**config.mk**
```make
export PLATFORM = sky130hd
export DESIGN_NAME = lhsc_ram
export DESIGN_NICKNAME = d
export VERILOG_FILES = /design/src/rtl/lhsc_ram.sv
export SDC_FILE = /design/constraint.sdc
export NUM_CORES = 1
export LEC_CHECK = 0
export ABC_CLOCK_PERIOD_IN_PS = 7100
export CAP_MARGIN = 15
export CORE_MARGIN = 2
export CORE_UTILIZATION = 50
export CTS_CLUSTER_SIZE = 12
export DETAILED_ROUTE_END_ITERATION = 16
export DONT_BUFFER_PORTS = 1
export GPL_ROUTABILITY_DRIVEN = 0
export GPL_TIMING_DRIVEN = 0
export PLACE_DENSITY_LB_ADDON = 0.12
export RECOVER_POWER = 25
export SLEW_MARGIN = 15
export SYNTH_ARGS = -nofsm -noshare
export SYNTH_HDL_FRONTEND = slang
export SYNTH_SLANG_ARGS = --single-unit
```
**constraint.sdc**
```tcl
create_clock -name clk -period 7.1 [get_ports clk]
set_clock_uncertainty 0.05 [all_clocks]
set_input_delay 0.71 -clock clk [delete_from_list [all_inputs] [get_ports clk]]
set_output_delay 0.71 -clock clk [all_outputs]
set_load 0.005 [all_outputs]
```
**src/rtl/lhsc_ram.sv**
```systemverilog
// Generic single-write, single-read synchronous RAM with registered read data.
module lhsc_ram #(
    parameter int WIDTH = 64,
    parameter int DEPTH = 16
) (
    input  logic                     clk,
    input  logic                     we,
    input  logic [$clog2(DEPTH)-1:0] waddr,
    input  logic [WIDTH-1:0]         wdata,
    input  logic [$clog2(DEPTH)-1:0] raddr,
    output logic [WIDTH-1:0]         rdata
);

    logic [WIDTH-1:0] mem [DEPTH];
    logic [WIDTH-1:0] rdata_reg;

    // Write port and registered read port.
    always_ff @(posedge clk)
    begin
        if (we)
        begin
            mem[waddr] <= wdata;
        end
        rdata_reg <= mem[raddr];
    end

    assign rdata = rdata_reg;

endmodule

```
==> impl_metrics.json <==
{
  "fmax_mhz": 401,
  "syn_inst": 1647,
  "drv_cap": 0,
  "finalSetupTns_ps": 0,
  "antenna_found_initial": 0,
  "finalCritPeriodShare_pct": 35.1,
  "post_cts_resized": 0,
  "tightestPinTransition_ps": 1210,
  "grt_setup_unrepaired": "false",
  "placed_cells": 2778,
  "finalPower_mw": 13.2,
  "vias": 17700,
  "drive_gt1_share_pct": 27.6,
  "drtIter0Drc": 1757,
  "cp_slowest_cell": "nor3_2",
  "cellLeakagePower_nw": 14.5,
  "synth.area.top_cells": "edfxtp_1 78%, mux4_2 15%, dfxtp_1 3.2%",
  "drv_slew": 0,
  "wl_per_cell_um": 29.1,
  "ys_ff_latch": 1088,
  "relSlewSlack_pct": 19.1,
  "cts_root_buf": "clkbuf_16",
  "synth_top_area_share_pct": 77.7,
  "io_buffers": 0,
  "hold_ws_ps": 88.3,
  "grt_pass1_vias": 18900,
  "area_growth_pct": 15.4,
  "cts_hold_buf": 0,
  "drtAntennaViolNets": 0,
  "dr.pass1.iters": 7,
  "cp_max_fo": 8,
  "syn_nets": 1721,
  "cp_cell_sequence": "or3b_2 > nor3_2 > buf_4 > buf_6 > buf_4 > buf_6",
  "worstSetupPathType": "in2reg",
  "track_usage_pct": 21.8,
  "ir_drop_mv": 0.173,
  "cts_max_level": 3,
  "cpPeakStageDelay_ps": 650,
  "die_area_um2": 81400,
  "grt_pass1_wl_mm": 128,
  "clock_sink_count": 1088,
  "syn_area_um2": 39600,
  "die_height_um": 285,
  "dieWidth_um": 285,
  "cts.path.max_buffers": 3,
  "rr_worst_depth": 3,
  "row_count": 103,
  "core_area_um2": 78700,
  "min_path_type": "in2reg",
  "required_ps": 7410,
  "multi_input_area_um2": 7210,
  "yosys-top-cells-count": "1,024 x edfxtp_1, 256 x mux4_2, 128 x a22oi_1, 65 x nand2_1, 64 x dfxtp_1",
  "grt_overflow": 0,
  "drc": 0,
  "power.density_nw_per_um2": 288,
  "setup_violations": 0,
  "ys_types": 18,
  "ys_warn_count": 0,
  "grt_max_degree": 22,
  "status": "completed",
  "clkTransAtPathRegs_ps": 60,
  "numCtsBuffers": 109,
  "finalWirelength_mm": 87.0,
  "yosys.area.top_type": "edfxtp_1",
  "arrival_ps": 2800,
  "critPathLaunchType": "primary input",
  "hpwl_mm": 55.6,
  "via_per_inst": 5.92,
  "cts_setup_buffers": 0,
  "avgSynthCellArea_um2": 24.0,
  "r2r_slack_ps": 5600,
  "synth_edf_count": 1024,
  "synth_flop_cell": "edfxtp_1",
  "synth_seq_area_share_pct": 80.9,
  "hold_viol_final": 0,
  "instances_no_fill": 2986,
  "final_util_pct": 58.0,
  "cp-end-kind": "flip-flop",
  "cts_tree": "done",
  "insertion_delay_ps": 660,
  "start_util_pct": 50.3,
  "largest_reg_flops": 1024,
  "hold_depth": 0,
  "synth.most_common_cell": "edfxtp_1",
  "finalCriticalPeriod_ps": 2490,
  "ioPinCount": 138,
  "nNetsFinal": 1913,
  "synth_async_sr_flop_share_pct": 0,
  "seq_area_um2": 32000,
  "nFillCells": 5589
}
[layout make-up]
cell class | instances | area share, %
Buffer | 84 | 0.989
Antenna cell | 1 | 0.00548
Clock inverter | 22 | 0.351
Clock buffer | 185 | 7.08
Timing Repair Buffer | 81 | 2.82
Multi-Input combinational cell | 475 | 15.8
Sequential cell | 1088 | 70.1
Tap cell | 1050 | 2.88
[kinds of logic after synthesis]
kind of cell	Yosys count	share of synthesized area, %
buffers and inverters	84	1.14
multiplexers	256	14.6
AO/OA/AOI/OAI	128	2.43
AND/OR/NAND/NOR	91	0.942
flip-flops	1088	80.9
[per-stage QoR]
| stage | setup slack (ps) | area (um^2) |
|---|---|---|
| global route | 4510 | 45700 |
| detailed placement | 3900 | 42300 |
| CTS | 4600 | 45700 |
| floorplan | 911 | 39600 |
| finish | 4610 | 45700 |
| global placement | -4870 | 40900 |
[placed cells by master (no fill, tap or decap), types with 3 or more instances in the layout]
master     synthesis  final
a22oi_1          128    128
buf_1             16     16
buf_12             0     26
buf_16             0     15
buf_2             13     13
buf_4              6     32
buf_6             13     27
clkbuf_1          36     93
clkbuf_16          0    112
clkbuf_8           0     16
clkinv_2           0     13
dfxtp_1           64     64
edfxtp_1        1024   1024
inv_6              0      3
mux4_2           256    256
nand2_1           65     65
nor2_4             0     12
nor3_2             0      4
[report_power, final]
| part | switching, mW | total [mW] | internal (mW) |
|---|---|---|---|
| clock network | 2.29 | 5.41 | 3.12 |
| registers | 0.0479 | 7.23 | 7.18 |
| logic | 0.288 | 0.521 | 0.233 |
[critical path, delay by kind of cell]
family | cells | cell delay, ps
buf+inv | 4 | 840
simple gates | 2 | 1230
[metal layers]
| layer | GRT usage (%) | up-vias | routed length, um |
|---|---|---|---|
| li1 | - | 7465 | - |
| met2 | 34.6 | 621 | 42100 |
| met1 | 30.6 | 9461 | 36500 |
| met5 | 0 | - | 0 |
| met4 | 5.64 | 0 | 1580 |
| met3 | 5.31 | 118 | 6720 |
[path summary, 6_finish.rpt]
check / from / endpoint
worst max register to register: mem[3][47] / rdata[47]
worst min-delay path: wdata[15] / mem[10][15]
worst min register to register: mem[14][25] / rdata[25]
worst max-delay path: waddr[2] / mem[0][55]
(Power assumes the default switching activity.)
