[config.mk]
export PLATFORM = sky130hd
export DESIGN_NAME = lhsc_div
export DESIGN_NICKNAME = d
export VERILOG_FILES = /design/src/rtl/lhsc_div.sv
export SDC_FILE = /design/constraint.sdc
export NUM_CORES = 1
export LEC_CHECK = 0
export ABC_AREA = 1
export BUFFER_PORTS_ARGS = -buffer_cell sky130_fd_sc_hd__clkbuf_2
export CORE_ASPECT_RATIO = 0.8
export CORE_MARGIN = 2
export CORE_UTILIZATION = 40
export CTS_CLUSTER_DIAMETER = 150
export DETAILED_ROUTE_END_ITERATION = 7
export MAX_ROUTING_LAYER = met4
export SKIP_LAST_GASP = 1
export SLEW_MARGIN = 20
export SYNTH_ARGS = -nofsm -noshare
export SYNTH_HDL_FRONTEND = slang
export SYNTH_SLANG_ARGS = --single-unit
[constraint.sdc]
create_clock -name clk -period 5.1 [get_ports clk]
set_clock_uncertainty 0.15 [all_clocks]
set_input_delay 1.02 -clock clk [delete_from_list [all_inputs] [get_ports clk]]
set_output_delay 1.02 -clock clk [all_outputs]
set_load 0.005 [all_outputs]
[src/rtl/lhsc_div.sv]
// Iterative unsigned restoring divider, one quotient bit per cycle.
module lhsc_div #(
    parameter int DW = 64,
    parameter int VW = 40
) (
    input  logic          clk,
    input  logic          rst_n,
    input  logic          start,
    input  logic [DW-1:0] dividend,
    input  logic [VW-1:0] divisor,
    output logic          busy,
    output logic          done,
    output logic [DW-1:0] quotient
);

    localparam int CW = $clog2(DW + 1);

    logic [DW-1:0] quo_reg;
    logic [VW-1:0] rem_reg;
    logic [VW-1:0] dvs_reg;
    logic [CW-1:0] cnt_reg;
    logic          busy_reg;
    logic          done_reg;
    logic [VW:0]   rem_sh;
    logic          fits;

    // Shift in the next dividend bit and try a subtraction.
    assign rem_sh = {rem_reg, quo_reg[DW-1]};
    assign fits = (rem_sh >= {1'b0, dvs_reg});

    always_ff @(posedge clk or negedge rst_n)
    begin
        if (!rst_n)
        begin
            busy_reg <= 1'b0;
            done_reg <= 1'b0;
            cnt_reg <= '0;
        end
        else
        begin
            done_reg <= 1'b0;
            if (start)
            begin
                busy_reg <= 1'b1;
                cnt_reg <= CW'(DW);
            end
            else if (busy_reg)
            begin
                cnt_reg <= cnt_reg - 1'b1;
                if (cnt_reg == CW'(1))
                begin
                    busy_reg <= 1'b0;
                    done_reg <= 1'b1;
                end
            end
        end
    end

    // Datapath registers need no reset.
    always_ff @(posedge clk)
    begin
        if (start)
        begin
            quo_reg <= dividend;
            rem_reg <= '0;
            dvs_reg <= divisor;
        end
        else if (busy_reg)
        begin
            if (fits)
            begin
                rem_reg <= VW'(rem_sh - {1'b0, dvs_reg});
            end
            else
            begin
                rem_reg <= rem_sh[VW-1:0];
            end
            quo_reg <= {quo_reg[DW-2:0], fits};
        end
    end

    assign busy = busy_reg;
    assign done = done_reg;
    assign quotient = quo_reg;

endmodule

==> qor.txt, run 1 <==
status = finished, final reports clean
I/O Buffers = 172
sequential-to-total area share from yosys stat = 0.433
hold slack = 0.275 ns
post-synth net total = 1499
vias = 8650
initial antenna violation count = 0
Metal-1 WL = 13.2 mm
ys async rst share = 0.0588
Max Clk Rate = 0.339 GHz
prevailing post-synth register cell = edfxtp_1
clk_lat worst skew = 0.44 ns
Detailed Route WL = 25.8 mm
max reg flops = 64
Max IR drop VDD = 0.242 mV
fillers = 2395
Core Box Area = 0.0235 mm²
Pwr Density = 289 mW/mm²
Syn Std Cell Area = 0.00957 mm²
placed wire-length estimate = 19.5 mm
Worst Hold Class = input pin to asynchronous set/reset pin
Post-Layout Cell Count = 1836
Sequential Area = 0.00415 mm²
Top Metal Used = met4
Clock Sink Count = 153
final hold violations = 0
n_diodes = 0
top cell type's share of synthesized area = 0.326
top-count cell post-synth = nand2_1
Final Setup Violations = 0
leakage power = 6.18 nW
Met3 Routed Length = 1.35 mm
EDFF count, synth = 104
Final GP Congestion = 0.938
Cells after Synth = 1349
Final Slew Violations = 0
CP Max Fanout = 42
crit start category = flip-flop
critical path arrival = 3.13 ns
post-layout min period = 2.95 ns
Seq cells post-synth = 153
Placed Cells = 1804
post-route ant nets = 0
top cells by area in the synthesized netlist = edfxtp_1 33%, nand2_1 23%, inv_1 8.6%
drt drc = 0
Crit Path Category = flip-flop to flip-flop
Total GRT Usage = 0.216
vias in the first global route = 8132
first-pass GRT wire length = 41.3 mm
CTS Root Cell = clkbuf_16
CTS tree = yes
Rel. slew slack = 0.364
Post-CTS Hold Buffers = 0
wire length per cell = 14.0 µm
Design Area, Final = 0.0113 mm²
die height = 142 µm
Max Buffers Root-to-Sink = 2
Die X = 177 µm
RSZ-0062 raised after global routing = no
share of layout cells above drive strength 1 = 0.155
Area Overhead vs Synth = 18.0%
CTS resizes = 0
Worst EP required = 5.27 ns
Initial Utilization = 0.408
worst slew pin tran = 0.955 ns
multi-input combinational cell area = 0.00440 mm²
Tcrit/Tclk final = 0.579
CP Capture Type = flip-flop
Syn Area/Cell = 7.10 µm²
site row count = 50
top post-synthesis cells by count = 584 x nand2_1, 219 x inv_1, 104 x edfxtp_1
grt ovf = 0
Post-DP Area = 0.0107 mm²
CTS Buf Count = 17
setup bufs post-CTS = 0
Worst-path clk slew = 0.07 ns
die area = 0.0252 mm²
# IOs = 173
met2 WL = 10.7 mm
Detailed Routing Iterations Pass 1 = 5
Ys Warns = 0
pin count of the biggest net entering global routing = 85
Setup TNS = 0 ns
Synth cell types = 38
Final nets = 1661
CTS H-tree lvls = 4
largest area contributor in the netlist = edfxtp_1
Initial DRC Count = 626
# Max-Cap Violations = 0
via/cell ratio = 4.71
[placed cells by master, fill, tap and decap left out, types with 2 or more instances in the layout]
| cell type | n |
|---|---|
| nand2_1 | 584 |
| inv_1 | 218 |
| clkbuf_2 | 171 |
| edfxtp_1 | 104 |
| nand3_1 | 95 |
| nor2_1 | 74 |
| ha_1 | 42 |
| dfxtp_1 | 40 |
| a21oi_1 | 29 |
| xnor2_1 | 21 |
| nand3b_1 | 19 |
| o21ai_1 | 18 |
| clkbuf_16 | 17 |
| o21ai_0 | 13 |
| dfrtp_1 | 9 |
| inv_2 | 8 |
| nor2_2 | 7 |
| inv_6 | 5 |
| buf_4 | 5 |
| nand4_1 | 4 |
| nand2_2 | 3 |
| and2_1 | 3 |
| nand3_2 | 2 |
| nor2_4 | 2 |
| nor3_1 | 2 |
| nand2_4 | 2 |
| o21bai_1 | 2 |
| a31oi_1 | 2 |
| a21o_1 | 2 |
| clkinvlp_4 | 2 |
| clkinv_2 | 2 |
| bufinv_16 | 2 |
| inv_8 | 2 |
[critical path, cell delays in order, from the launching register on]
cell	delay [ns]
edfxtp_1	0.34
inv_1	0.05
ha_1	0.34
nand2_1	0.11
nor2_1	0.25
inv_1	0.06
nor2_1	0.16
inv_1	0.10
nor2_2	0.13
nand2_4	0.30
nand2_4	0.52
nand2_1	0.13
nand3_1	0.09
nand2_1	0.06
[final timing paths]
check | startpoint | endpoint | slack, ns | cells after the start
setup / recovery | dvs_reg[31]$_DFFE_PP_ | rem_reg[31]$_SDFFE_PP0P_ | 2.15 | 13
hold / removal | rst_n | cnt_reg[4]$_DFFE_PN0P_ | 0.28 | 1
setup reg to reg | dvs_reg[31]$_DFFE_PP_ | rem_reg[31]$_SDFFE_PP0P_ | 2.15 | 13
hold reg to reg | rem_reg[22]$_SDFFE_PP0P_ | rem_reg[22]$_SDFFE_PP0P_ | 0.32 | 2
max in group asynchronous | rst_n | cnt_reg[3]$_DFFE_PN0P_ | 4.32 | 1
min in group clk | rem_reg[22]$_SDFFE_PP0P_ | rem_reg[22]$_SDFFE_PP0P_ | 0.32 | 2
[metal layers]
layer | vias to the layer above | GRT usage
li1 | 4500 | -
met1 | 3915 | 0.316
met2 | 201 | 0.300
met3 | 34 | 0.0417
met4 | 0 | 0.0635
met5 | - | -
[per-stage QoR]
stage               power (W)   util  setup WS, ns
finish                0.00326  0.482          2.15
global route          0.00341  0.482          1.84
CTS                   0.00329  0.482          2.17
detailed placement    0.00199  0.456          2.19
global placement      0.00199  0.456          2.24
floorplan             0.00180      -          1.37
[cell families (layout without fill, tap and decap cells)]
| kind of cell | count (synthesis) | in the layout | share of synthesized area |
|---|---|---|---|
| flip-flops | 153 | 153 | 0.433 |
| AO/OA/AOI/OAI | 70 | 70 | 0.0393 |
| XOR/XNOR | 22 | 22 | 0.0201 |
| buffers and inverters | 262 | 437 | 0.107 |
| AND/OR/NAND/NOR | 799 | 799 | 0.343 |
| adder cells (fa/ha/maj) | 43 | 43 | 0.0570 |
[layout make-up]
type,count,area share
Clock inverter,14,0.0142
Inverter,228,0.0760
Clock buffer,18,0.0380
Timing Repair Buffer,177,0.0809
Sequential cell,153,0.367
Tap cell,312,0.0346
Multi-Input combinational cell,934,0.389
[report_power, final]
group	internal, W	leakage [nW]	switching [W]
sequential	0.00144	1.53	0.0000528
combinational	0.000184	4.37	0.000290
clock	0.000733	0.286	0.000561
Power figures use the tool's default switching activity.
==> run 2: changes to the inputs <==
==> constraint.sdc (replaced) <==
create_clock -name clk -period 2.4 [get_ports clk]
set_clock_uncertainty 0.15 [all_clocks]
set_input_delay 0.48 -clock clk [delete_from_list [all_inputs] [get_ports clk]]
set_output_delay 0.48 -clock clk [all_outputs]
set_load 0.005 [all_outputs]
==> run 2 against run 1 <==
Compared with the run above: maximum frequency grew 27%; highest routed layer unchanged; sequential share of layout area shrank 3.7 points; sequential power rose by 110%; critical path depth increased by 2; via count rose by 3.4%; core utilization increased by 5.4 points.
==> qor.txt, run 2 (synthesis gave the netlist of run 1 again) <==
Detailed Routing Iterations Pass 1 = 5
Initial Utilization = 0.408
max reg flops = 64
die area = 0.0252 mm²
Worst EP required = 2.59 ns
final hold violations = 0
worst slew pin tran = 0.665 ns
Worst-path clk slew = 0.07 ns
Placed Cells = 1842
Die X = 177 µm
# Max-Cap Violations = 0
vias = 8940
reg2reg setup slack = 0.08 ns
Max IR drop VDD = 0.476 mV
leakage power = 6.52 nW
Worst Hold Class = input pin to flip-flop
placed wire-length estimate = 20.8 mm
commonest non-fill, non-tap cell in the layout = nand2_1
critical path arrival = 2.51 ns
pre-CTS setup slack = -0.145 ns
Max Buffers Root-to-Sink = 2
wire length per cell = 14.9 µm
Area Overhead vs Synth = 31.3%
pin count of the biggest net entering global routing = 64
Worst Setup Slack, final = 0.0800 ns
Detailed Route WL = 28.1 mm
I/O Buffers = 172
clk_lat worst skew = 0.44 ns
CTS Root Cell = clkbuf_16
Max Clk Rate = 0.431 GHz
Initial DRC Count = 604
Total GRT Usage = 0.226
vias in the first global route = 8288
hold slack = 0.0639 ns
Final nets = 1711
CP Max Fanout = 14
# IOs = 173
Crit Reg-Reg Startpoint = dvs_reg[35]$_DFFE_PP_
site row count = 50
n_diodes = 0
initial antenna violation count = 0
CTS Buf Count = 17
Final GP Congestion = 0.943
Crit Path Category = flip-flop to flip-flop
RSZ-0062 raised after global routing = yes
Final Slew Violations = 0
CP Capture Type = flip-flop
CTS tree = yes
status = finished, final reports clean
Setup TNS = 0 ns
Rel. slew slack = 0.557
Clock Sink Count = 153
CP startpoint = dvs_reg[35]$_DFFE_PP_
Pwr Density = 574 mW/mm²
Final Core Density = 0.536
Final Setup Violations = 0
Post-Layout Cell Count = 1886
min-delay src = divisor[3]
CTS H-tree lvls = 4
Tcrit/Tclk final = 0.967
crit start category = flip-flop
share of layout cells above drive strength 1 = 0.250
die height = 142 µm
post-route ant nets = 0
via/cell ratio = 4.74
first-pass GRT wire length = 43.3 mm
drt drc = 0
leading cell types in the layout, fill and taps excluded = 550 x nand2_1, 215 x inv_1, 171 x clkbuf_2
Core Box Area = 0.0235 mm²
post-layout min period = 2.32 ns
grt ovf = 0
## run 2: cell count changes in the layout (fill, tap and decap cells not counted), sizes merged
cell / delta
clkinv: -1
clkinvlp: +1
dlygate4sd3: +1
inv: +1
clkbuf: +1
buf: +47
## run 2: where the power goes
group,leakage [nW],internal (W),switching [W]
Combinational,4.70,0.000523,0.000690
Clock,0.291,0.00158,0.00125
Sequential,1.53,0.00306,0.000117
Total,6.52,0.00516,0.00206
## run 2: per-stage QoR
step	power, W	area [µm²]
after floorplan	0.00382	9570
after global placement	0.00426	11000
after detailed placement	0.00427	11000
after CTS	0.00713	11700
after global routing	0.00755	12600
final	0.00722	12600
## run 2: worst paths after layout
| path | cells after the start | end |
|---|---|---|
| max | 15 | rem_reg[35]$_SDFFE_PP0P_ |
| min | 1 | dvs_reg[3]$_DFFE_PP_ |
| max reg2reg | 15 | rem_reg[35]$_SDFFE_PP0P_ |
| min reg2reg | 2 | rem_reg[38]$_SDFFE_PP0P_ |
| max in group asynchronous | 2 | cnt_reg[4]$_DFFE_PN0P_ |
| min in group asynchronous | 2 | busy$_DFF_PN0_ |
## run 2: worst max-delay path: stages (launching register included)
cell and delay, ns:
edfxtp_1 0.32, inv_1 0.07, ha_4 0.31, nand2_1 0.09, nor2_2 0.15, nand2_1 0.09
nor2_2 0.15, nand3_2 0.11, nand2_2 0.11, nor2_4 0.05, buf_12 0.15, nand2_8 0.09
buf_12 0.14, nand3_1 0.10, nand2_1 0.08, nand2_1 0.04
## run 2: cell type report
class / instances / area (µm²)
clock buffer: 17 / 425
clock inverter: 15 / 184
fill: 2301 / 10900
inverter: 228 / 856
multi-input combinational: 934 / 5120
sequential: 153 / 4150
tap: 312 / 390
timing repair buffer: 227 / 1450
## run 2: metal layers
layer	routed length [µm]	GRT usage	vias to the layer above
met1	14400	0.332	4122
li1	-	-	4601
met2	12100	0.321	187
met5	0	-	-
met4	369	0.0570	0
met3	1190	0.0390	30
## run 2: what timing repair did
| item | 4_1_cts | 5_1_grt |
|---|---|---|
| hold endpoints to repair | 9 | 0 |
| setup endpoints to repair | 35 | 41 |
| pin swaps | 1 | 21 |
| setup buffers | 1 | 8 |
| hold buffers | 1 | 0 |
| resized for setup | 4 | 149 |
| gates cloned | 0 | 2 |
==> run 3: changes to the inputs <==
==> constraint.sdc (replaced) <==
create_clock -name clk -period 2.4 [get_ports clk]
set_clock_uncertainty 0.15 [all_clocks]
set_input_delay 0.36 -clock clk [delete_from_list [all_inputs] [get_ports clk]]
set_output_delay 0.36 -clock clk [all_outputs]
set_load 0.005 [all_outputs]
==> run 3 against run 2 <==
Compared with the run above: sequential share of layout area shrank 0.72 points; via count up 1.8%; critical path type unchanged; register-to-register slack barely moved; die area is the same; critical endpoint unchanged.
==> qor.txt, run 3 (synthesis gave the netlist of run 1 again) <==
status = finished, final reports clean
drt drc = 0
pin count of the biggest net entering global routing = 69
fillers = 2311
Area Overhead vs Synth = 34.3%
Total GRT Usage = 0.228
Core Box Area = 0.0235 mm²
max reg flops = 64
critical path's slowest cell = ha_1
Initial Utilization = 0.408
Worst-path clk slew = 0.07 ns
CTS H-tree lvls = 4
vias = 9101
worst slew pin tran = 0.740 ns
CTS Root Cell = clkbuf_16
first-pass GRT wire length = 44.0 mm
post-layout min period = 2.31 ns
Pwr Density = 556 mW/mm²
hold path depth = 3
CTS Buf Count = 17
post-route ant nets = 0
share of layout cells above drive strength 1 = 0.237
placed wire-length estimate = 20.5 mm
Crit Path Category = flip-flop to flip-flop
Max Buffers Root-to-Sink = 2
Max Clk Rate = 0.433 GHz
die height = 142 µm
Detailed Route WL = 28.0 mm
Rel. slew slack = 0.507
CTS tree = yes
CP Capture Type = flip-flop
Clock Sink Count = 153
via/cell ratio = 4.73
leakage power = 6.67 nW
die area = 0.0252 mm²
clk_lat worst skew = 0.44 ns
Worst EP required = 2.58 ns
Detailed Routing Iterations Pass 1 = 5
multi-input combinational cell area = 0.00506 mm²
crit start category = flip-flop
CP Cell Sequence = inv_1, ha_1, nand2_2, nor2_4, inv_1, nor2_2, nand3_2, nand2_2, nor2_4, buf_12, nand2_8, buf_12, nand3_1, nand2_1, nand2_1
Final GP Congestion = 1.01
# IOs = 173
Setup TNS = 0 ns
Max IR drop VDD = 0.483 mV
Sequential Area = 0.00415 mm²
vias in the first global route = 8604
wire length per cell = 14.5 µm
leading cell types in the layout, fill and taps excluded = 554 x nand2_1, 218 x inv_1, 171 x clkbuf_2
# Max-Cap Violations = 0
Crit path largest cell delay = 0.36 ns
Final Slew Violations = 0
CP Max Fanout = 12
site row count = 50
FF-to-FF path depth = 15
hold slack = 0.0327 ns
Tcrit/Tclk final = 0.963
commonest non-fill, non-tap cell in the layout = nand2_1
critical path arrival = 2.49 ns
Die X = 177 µm
final hold violations = 0
Final Setup Violations = 0
initial antenna violation count = 0
Initial DRC Count = 595
Final nets = 1751
Worst Hold Class = input pin to flip-flop
I/O Buffers = 172
RSZ-0062 raised after global routing = yes
n_diodes = 0
grt ovf = 0
run 3: cell types whose count changed in the layout (fill, tap and decap cells not counted), moves of 3 or more:
cell           previous run  this run
inv_1                   215       218
nand2_1                 550       554
dlygate4sd3_1             1        41
inv_2                    12         9
run 3: final cells by class:
type,instances,share of cell area
Tap cell,312,0.0304
Timing Repair Buffer,267,0.141
Inverter,228,0.0666
Multi-Input combinational cell,934,0.393
Clock buffer,17,0.0331
Clock inverter,15,0.0124
Sequential cell,153,0.323
run 3: what timing repair did:
action | 4_1_cts | 5_1_grt
hold endpoints to repair | 49 | 0
pin swaps | 1 | 16
buffers inserted | 1 | 10
hold buffers | 41 | 0
setup endpoints to repair | 31 | 41
gates cloned | 0 | 2
gates resized for setup | 5 | 124
run 3: path summary, 6_finish.rpt:
kind | startpoint | to | slack (ns)
setup / recovery | dvs_reg[4]$_DFFE_PP_ | rem_reg[35]$_SDFFE_PP0P_ | 0.09
hold / removal | dividend[32] | quotient[32]$_DFFE_PP_ | 0.03
setup reg to reg | dvs_reg[4]$_DFFE_PP_ | rem_reg[35]$_SDFFE_PP0P_ | 0.09
hold reg to reg | rem_reg[37]$_SDFFE_PP0P_ | rem_reg[37]$_SDFFE_PP0P_ | 0.32
max in group asynchronous | rst_n | cnt_reg[0]$_DFFE_PN0P_ | 1.74
min in group asynchronous | rst_n | busy$_DFF_PN0_ | 0.16
run 3: through the flow:
step                      worst slack (ns)  utilization  total power, W  cell area [µm²]  instances
after detailed placement            -0.203        0.469         0.00428            11000       1840
after global routing               -0.0294        0.548         0.00749            12900       1926
after global placement              -0.167        0.469         0.00426            11000       1840
after CTS                          0.00548        0.513         0.00705            12000       1914
after floorplan                      0.285            -         0.00382             9570       1349
final                               0.0897        0.548         0.00714            12900       1926
run 3: routing by layer:
metal / vias to the layer above / wire length [µm] / GRT usage
met4: 0 / 424 / 0.0596
li1: 4687 / - / -
met3: 32 / 1200 / 0.0406
met1: 4167 / 14100 / 0.330
met5: - / 0 / -
met2: 215 / 12200 / 0.328
run 3: report_power, final:
part           switching, W  internal (W)  leakage [nW]
registers          0.000113       0.00306          1.53
logic              0.000699      0.000565          4.86
clock network       0.00124       0.00147         0.277
total               0.00205       0.00509          6.67
run 3: worst max-delay path, delay by kind of cell, from the launching register on:
| kind | cells | cell delay [ns] |
|---|---|---|
| flip-flops | 1 | 0.32 |
| buffers and inverters | 4 | 0.38 |
| AND/OR/NAND/NOR | 10 | 0.96 |
| adder cells (fa/ha/maj) | 1 | 0.36 |
